<file path="src/sv/assert_macros.svh">
// Assertion helpers shared by the decoder modules.
`ifndef ASSERT_MACROS_SVH
`define ASSERT_MACROS_SVH

// Checked on every rising edge of clk outside reset.
`define LZ_ASSERT(lbl, prop, msg) \
  lbl: assert property (@(posedge clk) disable iff (!rst_n) prop) else $error(msg);

// Checked on every rising edge of clk, reset included.
`define LZ_ASSERT_ALWAYS(lbl, prop, msg) \
  lbl: assert property (@(posedge clk) prop) else $error(msg);

`endif

</file>
<file path="src/sv/lz77d_pkg.sv">
package lz77d_pkg;

  // Parser phases, one-hot.
  typedef enum logic [7:0] {
    PH_MAGIC = 8'b0000_0001,
    PH_SIZE0 = 8'b0000_0010,
    PH_SIZE1 = 8'b0000_0100,
    PH_SIZE2 = 8'b0000_1000,
    PH_FLAG  = 8'b0001_0000,
    PH_DATA  = 8'b0010_0000,
    PH_REF2  = 8'b0100_0000,
    PH_STOP  = 8'b1000_0000
  } phase_t;

  localparam logic [7:0] MAGIC_BYTE     = 8'h10;
  localparam logic [4:0] LEN_BIAS       = 5'd3;
  localparam logic [3:0] FLAGS_PER_BYTE = 4'd8;

  // One result word handed from the control to the output register.
  typedef struct packed {
    logic       valid;
    logic [7:0] data;
    logic       last;
    logic       done;
    logic       bad;
  } emit_t;

endpackage

</file>
<file path="src/sv/lz77d_ctrl.sv">
`include "assert_macros.svh"

module lz77d_ctrl #(
  parameter int DEPTH = 4096,
  parameter int SB    = 24
) (
  input  logic                     clk,
  input  logic                     rst_n,
  input  logic                     in_valid,
  output logic                     in_stall,
  input  logic [7:0]               in_byte,
  input  logic                     in_stream_start,
  input  logic                     out_free,
  output lz77d_pkg::emit_t         emit,
  output logic                     rd_en,
  output logic [$clog2(DEPTH)-1:0] rd_addr,
  output logic                     wr_en,
  output logic [$clog2(DEPTH)-1:0] wr_addr,
  output logic [7:0]               wr_data,
  input  logic [7:0]               rd_data
);

  localparam int AW = $clog2(DEPTH);
  localparam logic [AW:0] DEPTH_W = (AW+1)'(DEPTH);
  localparam logic [AW-1:0] PTR_MAX = AW'(DEPTH - 1);

  lz77d_pkg::phase_t phase_r, phase_nxt, ph_b;
  logic [SB-1:0] ds_r, ds_nxt, ds_b;
  logic [SB-1:0] pc_r, pc_nxt, pc_b, pc_new;
  logic [7:0]    fb_r, fb_nxt, fb_b;
  logic [3:0]    fr_r, fr_nxt, fr_b, fr_dec;
  logic [7:0]    ref_r, ref_nxt, ref_b;
  logic [AW-1:0] wp_r, wp_nxt, wp_b;
  logic [AW-1:0] src_r, src_nxt;
  logic [4:0]    rd_left_r, rd_left_nxt;
  logic          copy_busy_r, copy_busy_nxt;
  logic          s1_valid_r, s1_valid_nxt;
  logic          s1_last_r, s1_last_nxt;
  logic          acc, s1_move, reached;
  logic [31:0]   size_w;
  logic [12:0]   ref_dist;
  logic [AW:0]   src_sum;

  function automatic logic [AW-1:0] ptr_inc(input logic [AW-1:0] p);
    ptr_inc = (p == PTR_MAX) ? '0 : p + 1'b1;
  endfunction

  function automatic logic [SB-1:0] sat_inc(input logic [SB-1:0] c);
    sat_inc = (c == '1) ? c : c + 1'b1;
  endfunction

  function automatic lz77d_pkg::phase_t after_flag(input logic done_now,
                                                   input logic [3:0] left);
    if (done_now) begin
      after_flag = lz77d_pkg::PH_STOP;
    end else if (left == 4'd0) begin
      after_flag = lz77d_pkg::PH_FLAG;
    end else begin
      after_flag = lz77d_pkg::PH_DATA;
    end
  endfunction

  assign in_stall = copy_busy_r || !out_free;
  assign acc      = in_valid && !in_stall;
  assign s1_move  = s1_valid_r && out_free;

  // A new stream starts from cleared parser state.
  assign ph_b  = in_stream_start ? lz77d_pkg::PH_MAGIC : phase_r;
  assign ds_b  = in_stream_start ? '0 : ds_r;
  assign pc_b  = in_stream_start ? '0 : pc_r;
  assign fb_b  = in_stream_start ? 8'd0 : fb_r;
  assign fr_b  = in_stream_start ? 4'd0 : fr_r;
  assign ref_b = in_stream_start ? 8'd0 : ref_r;
  assign wp_b  = in_stream_start ? '0 : wp_r;

  always_comb begin
    phase_nxt     = phase_r;
    ds_nxt        = ds_r;
    pc_nxt        = pc_r;
    fb_nxt        = fb_r;
    fr_nxt        = fr_r;
    ref_nxt       = ref_r;
    wp_nxt        = wp_r;
    src_nxt       = src_r;
    rd_left_nxt   = rd_left_r;
    copy_busy_nxt = copy_busy_r;
    s1_valid_nxt  = s1_valid_r;
    s1_last_nxt   = s1_last_r;
    emit          = '0;
    rd_en         = 1'b0;
    rd_addr       = src_r;
    wr_en         = 1'b0;
    wr_addr       = wp_r;
    wr_data       = in_byte;
    pc_new        = sat_inc(pc_b);
    fr_dec        = (fr_b != 4'd0) ? fr_b - 1'b1 : 4'd0;
    reached       = 1'b0;
    size_w        = 32'(ds_b);
    ref_dist      = {ref_b[3:0], in_byte} + 13'd1;
    src_sum       = {1'b0, wp_b} + DEPTH_W - (AW+1)'(ref_dist);
    if (src_sum >= DEPTH_W) begin
      src_sum = src_sum - DEPTH_W;
    end

    if (acc) begin
      phase_nxt = ph_b;
      ds_nxt    = ds_b;
      pc_nxt    = pc_b;
      fb_nxt    = fb_b;
      fr_nxt    = fr_b;
      ref_nxt   = ref_b;
      wp_nxt    = wp_b;
      case (ph_b)
        lz77d_pkg::PH_MAGIC: begin
          if (in_byte != lz77d_pkg::MAGIC_BYTE) begin
            emit.valid = 1'b1;
            emit.last  = 1'b1;
            emit.bad   = 1'b1;
            phase_nxt  = lz77d_pkg::PH_STOP;
          end else begin
            ds_nxt    = '0;
            phase_nxt = lz77d_pkg::PH_SIZE0;
          end
        end
        lz77d_pkg::PH_SIZE0: begin
          size_w    = 32'(in_byte);
          ds_nxt    = size_w[SB-1:0];
          phase_nxt = lz77d_pkg::PH_SIZE1;
        end
        lz77d_pkg::PH_SIZE1: begin
          size_w    = 32'(ds_b) | (32'(in_byte) << 8);
          ds_nxt    = size_w[SB-1:0];
          phase_nxt = lz77d_pkg::PH_SIZE2;
        end
        lz77d_pkg::PH_SIZE2: begin
          size_w    = 32'(ds_b) | (32'(in_byte) << 16);
          ds_nxt    = size_w[SB-1:0];
          phase_nxt = (pc_b >= size_w[SB-1:0]) ? lz77d_pkg::PH_STOP
                                               : lz77d_pkg::PH_FLAG;
        end
        lz77d_pkg::PH_FLAG: begin
          fb_nxt    = in_byte;
          fr_nxt    = lz77d_pkg::FLAGS_PER_BYTE;
          phase_nxt = lz77d_pkg::PH_DATA;
        end
        lz77d_pkg::PH_DATA: begin
          if (!fb_b[7]) begin
            reached    = pc_new >= ds_b;
            wr_en      = 1'b1;
            wr_addr    = wp_b;
            wr_data    = in_byte;
            wp_nxt     = ptr_inc(wp_b);
            pc_nxt     = pc_new;
            emit.valid = 1'b1;
            emit.data  = in_byte;
            emit.last  = 1'b1;
            emit.done  = reached;
            fb_nxt     = {fb_b[6:0], 1'b0};
            fr_nxt     = fr_dec;
            phase_nxt  = after_flag(reached, fr_dec);
          end else begin
            ref_nxt   = in_byte;
            phase_nxt = lz77d_pkg::PH_REF2;
          end
        end
        lz77d_pkg::PH_REF2: begin
          src_nxt       = src_sum[AW-1:0];
          rd_left_nxt   = {1'b0, ref_b[7:4]} + lz77d_pkg::LEN_BIAS;
          copy_busy_nxt = 1'b1;
        end
        default: begin
        end
      endcase
    end

    // Copy sequencer: while out_free is high, read one history byte per
    // cycle and write it back at the write pointer as the output takes it.
    if (copy_busy_r) begin
      rd_en = (rd_left_r != 5'd0) && (!s1_valid_r || s1_move);
      if (rd_en) begin
        src_nxt      = ptr_inc(src_r);
        rd_left_nxt  = rd_left_r - 1'b1;
        s1_last_nxt  = (rd_left_r == 5'd1);
        s1_valid_nxt = 1'b1;
      end else if (s1_move) begin
        s1_valid_nxt = 1'b0;
      end
      if (s1_move) begin
        pc_new     = sat_inc(pc_r);
        reached    = pc_new >= ds_r;
        wr_en      = 1'b1;
        wr_addr    = wp_r;
        wr_data    = rd_data;
        wp_nxt     = ptr_inc(wp_r);
        pc_nxt     = pc_new;
        emit.valid = 1'b1;
        emit.data  = rd_data;
        emit.last  = s1_last_r;
        emit.done  = reached;
        if (s1_last_r) begin
          fr_dec        = (fr_r != 4'd0) ? fr_r - 1'b1 : 4'd0;
          fb_nxt        = {fb_r[6:0], 1'b0};
          fr_nxt        = fr_dec;
          phase_nxt     = after_flag(reached, fr_dec);
          copy_busy_nxt = 1'b0;
        end
      end
    end
  end

  always_ff @(posedge clk) begin
    if (!rst_n) begin
      phase_r     <= lz77d_pkg::PH_MAGIC;
      ds_r        <= '0;
      pc_r        <= '0;
      fb_r        <= 8'd0;
      fr_r        <= 4'd0;
      ref_r       <= 8'd0;
      wp_r        <= '0;
      rd_left_r   <= 5'd0;
      copy_busy_r <= 1'b0;
      s1_valid_r  <= 1'b0;
    end else begin
      phase_r     <= phase_nxt;
      ds_r        <= ds_nxt;
      pc_r        <= pc_nxt;
      fb_r        <= fb_nxt;
      fr_r        <= fr_nxt;
      ref_r       <= ref_nxt;
      wp_r        <= wp_nxt;
      rd_left_r   <= rd_left_nxt;
      copy_busy_r <= copy_busy_nxt;
      s1_valid_r  <= s1_valid_nxt;
    end
  end

  always_ff @(posedge clk) begin
    src_r     <= src_nxt;
    s1_last_r <= s1_last_nxt;
  end

  `LZ_ASSERT(a_s1_in_copy, s1_valid_r |-> copy_busy_r, "read stage busy outside a copy")
  `LZ_ASSERT(a_left_in_copy, (rd_left_r != 5'd0) |-> copy_busy_r, "copy bytes left while idle")

endmodule

</file>
<file path="config.mk">
export PLATFORM = sky130hd
export DESIGN_NAME = lz77d_ctrl
export DESIGN_NICKNAME = d
export VERILOG_FILES = /design/src/sv/lz77d_pkg.sv /design/src/sv/lz77d_ctrl.sv
export VERILOG_INCLUDE_DIRS = /design/src /design/src/sv
export SDC_FILE = /design/constraint.sdc
export NUM_CORES = 1
export LEC_CHECK = 0
export BUFFER_PORTS_ARGS = -buffer_cell sky130_fd_sc_hd__clkbuf_2
export CORE_ASPECT_RATIO = 1.5
export CORE_MARGIN = 2
export CORE_UTILIZATION = 55
export DETAILED_ROUTE_END_ITERATION = 10
export PLACE_DENSITY = 0.79
export REMOVE_ABC_BUFFERS = 1
export SYNTH_ARGS = -nofsm -noshare
export SYNTH_HDL_FRONTEND = slang
export SYNTH_SLANG_ARGS = --single-unit
</file>
<file path="constraint.sdc">
create_clock -name clk -period 10.6 [get_ports clk]
set_input_delay 3.18 -clock clk [delete_from_list [all_inputs] [get_ports clk]]
set_output_delay 3.18 -clock clk [all_outputs]
set_load 0.05 [all_outputs]
</file>
==> run metrics <==
Slew Viols, Final 0; Root Driver clkbuf_16; Min Hold Slack about 0.5 ns; DRC 0; final core occ 59.42%; main area contributors after synthesis dfxtp_1, ha_1, nand2_1, nor2_1, o21ai_0; sequential fraction of the synthesis area 22.68%; Worst setup SP type input pin; CP max stage cell nor4_4; Detail Route Antenna Nets 0; status complete, no violations; Synth top cells by count nand2_1, nor2_1, dfxtp_1; total chip power 857.8 µW; post-route design area about 10000 µm²; Worst path top cell family by delay simple AND/OR/NAND/NOR gates; Post-Synthesis Cells ~1300; layout cells sized above 1 10.66%; most frequent cell after synthesis nand2_1; Critical Path AT about 7 ns; vias post-DR 9989; global route hottest layer met2; total CTS buffers 9; DP Cell Count 1482; placed cell areas 9912 µm²; Avg Cell Area, Syn 7.441 µm²; H-tree depth 3; die area 18510 µm²; CTS Sinks ~110; worst slack at placement 0.4773 ns; Port Buffer Count 67; final hold violation count 0; Initial Util between 50% and 60%; area grow syn2layout 6.729%; Synth top area share approximately 22%; CTS tree done; EDFF count, synth 1; crit path kind in -> out; HPWL Detailed 24.47 mm; vias in the first global route 9756; CTS Buffer Depth 2; grt met1 use 36.93%; antenna diode count 0; VDD IR-drop max 77.97 µV; Ys Warns 0; Final nets 1392; setup TNS 0 ns; grt total ovfl 0; initial antenna violation count 0; Layout Cells excl Fill roughly 1500; Worst Setup Slack, final 0.4324 ns; post-synthesis cell area 9577 µm²; setup bufs post-CTS 0; Filler cells about 1600; fin crit share 95.92%; FF+latch area 2172 µm²; worst-path fanout max 11; drt pass-1 iters 8; post-synth top area cell dfxtp_1; minimum clock period just over 10 ns; Power Density between 80 and 90 nW/µm²; Die Height 165.6 µm; clk_skew about 0.013 ns; CTS Hold Bufs 0; wire length per cell between 20 and 25 µm; FP Rows 59; Rel. slew slack 27.04%; Leakage Power 4.111 nW; Clock Latency Late Sink ~0.38 ns; RSZ-0062 raised after global routing no; #FFs+latches synth 108; Async SR Flop Fraction 0%; top_reg_cell synth dfxtp_1; maximum operating frequency ~0.1 GHz; worst path cell trace clkbuf_2, nand3b_1, nor4_4, a31oi_4, nand3_2, nor2_1, xor2_1, ha_1, nand4_1, or4_1, nor4_1, a211oi_1, nand2b_1, nand2_1, buf_12; core area 17200 µm²; M3 GR Usage 4.610%; required time of the critical path roughly 7.4 ns; clock-pin slew on the worst setup and hold paths 0.08 ns; post-synth cell types between 80 and 90; worst-margin pin slew 1.094 ns; total track usage 34.92%; Final setup viols 0; Placer Congestion around 1.1; post-cts sizing count 0; M2 GR Usage 63.19%; Die X between 100 and 150 µm; routed wire length 33.04 mm; Max Cap Violations 0; largest net degree at the start of global routing 51; Worst Hold Class reg -> reg; via/cell ratio 6.668; I/O pins 68; CP bufs+invs 2; Crit. End Element output pin; Multi-input gate area around 6800 µm²; violation count after the first detailed-route iteration 917; first-pass GRT wire length 51.63 mm; CP max stage delay 0.57 ns
placed cells by master (no fill, tap or decap), drive strengths merged, types with 5 or more instances in the layout:
| cell type | synthesis | routed |
|---|---|---|
| nand2b | 7 | 7 |
| or3 | 5 | 5 |
| and4 | 11 | 11 |
| nand3 | 45 | 45 |
| ha | 90 | 90 |
| and2 | 7 | 7 |
| o21ai | 92 | 92 |
| o211ai | 11 | 11 |
| a22oi | 43 | 43 |
| inv | 60 | 63 |
| nand2 | 139 | 139 |
| buf | 22 | 17 |
| and3 | 20 | 20 |
| a21oi | 77 | 77 |
| nand3b | 5 | 5 |
| nand4 | 22 | 22 |
| xor2 | 26 | 26 |
| o21a | 6 | 6 |
| nor3 | 33 | 33 |
| o21bai | 5 | 5 |
| a31oi | 13 | 13 |
| xnor2 | 38 | 38 |
| mux2 | 6 | 6 |
| or2 | 6 | 6 |
| a221oi | 14 | 14 |
| mux2i | 11 | 11 |
| a211oi | 18 | 18 |
| nor2 | 125 | 125 |
| a222oi | 5 | 5 |
| o211a | 5 | 5 |
| o221a | 5 | 5 |
| clkbuf | 79 | 76 |
| dfxtp | 107 | 107 |
| nor4 | 16 | 16 |
| nor2b | 37 | 37 |
| a21o | 7 | 7 |
worst reg2reg max path, delay by kind of cell (launching register included):
| family | cells | cell delay [ns] |
|---|---|---|
| xor+xnor | 1 | 0.13 |
| simple gates | 5 | 1.83 |
| fa+ha+maj | 1 | 0.27 |
| flops | 1 | 0.54 |
| compound gates | 7 | 1.73 |
cells by family (layout without fill, tap and decap cells):
group / Yosys count / in the layout / share of synthesized area (%)
simple gates: 493 / 493 / 25.92
buf+inv: 161 / 159 / 6.768
xor+xnor: 64 / 64 / 5.853
mux: 17 / 17 / 1.855
compound gates: 353 / 353 / 24.95
fa+ha+maj: 91 / 91 / 11.97
flops: 108 / 108 / 22.68
registers in the layout (all words and copies together) (netlist names):
signal	flops
ref_r	8
wp_r	12
phase_r	8
fr_r	4
s1_last_r	1
rd_addr	12
copy_busy_r	1
rd_left_r	5
ds_r	24
s1_valid_r	1
fb_r	8
pc_r	24
report_power, final:
| part | internal (mW) | switching, mW |
|---|---|---|
| registers | 0.407 | 0.00181 |
| clock network | 0.189 | 0.182 |
| logic | 0.0196 | 0.0585 |
| total | 0.615 | 0.242 |
per-layer routing:
metal | up-vias | routed length (µm)
met5 | - | 0
met4 | 0 | 2497
met3 | 147 | 1929
met2 | 456 | 16730
met1 | 4731 | 11890
li1 | 4655 | -
final cells by class:
| cell class | instances | share of cell area (%) |
|---|---|---|
| Inverter | 60 | 2.203 |
| Clock inverter | 6 | 0.7834 |
| Multi-Input combinational cell | 1018 | 66.19 |
| Timing Repair Buffer | 83 | 4.725 |
| Clock buffer | 10 | 2.240 |
| Sequential cell | 108 | 21.25 |
| Tap cell | 213 | 2.607 |
worst paths after layout:
path	slack, ns	endpoint	from	depth (start not counted)
worst max-delay path	0.43	emit[1]	in_stream_start	15
worst min-delay path	0.51	fr_r[1]	fr_r[1]	2
worst max register to register	6.01	phase_r[5]	pc_r[6]	14
worst min register to register	0.51	fr_r[1]	fr_r[1]	2
Power figures use the tool's default switching activity.
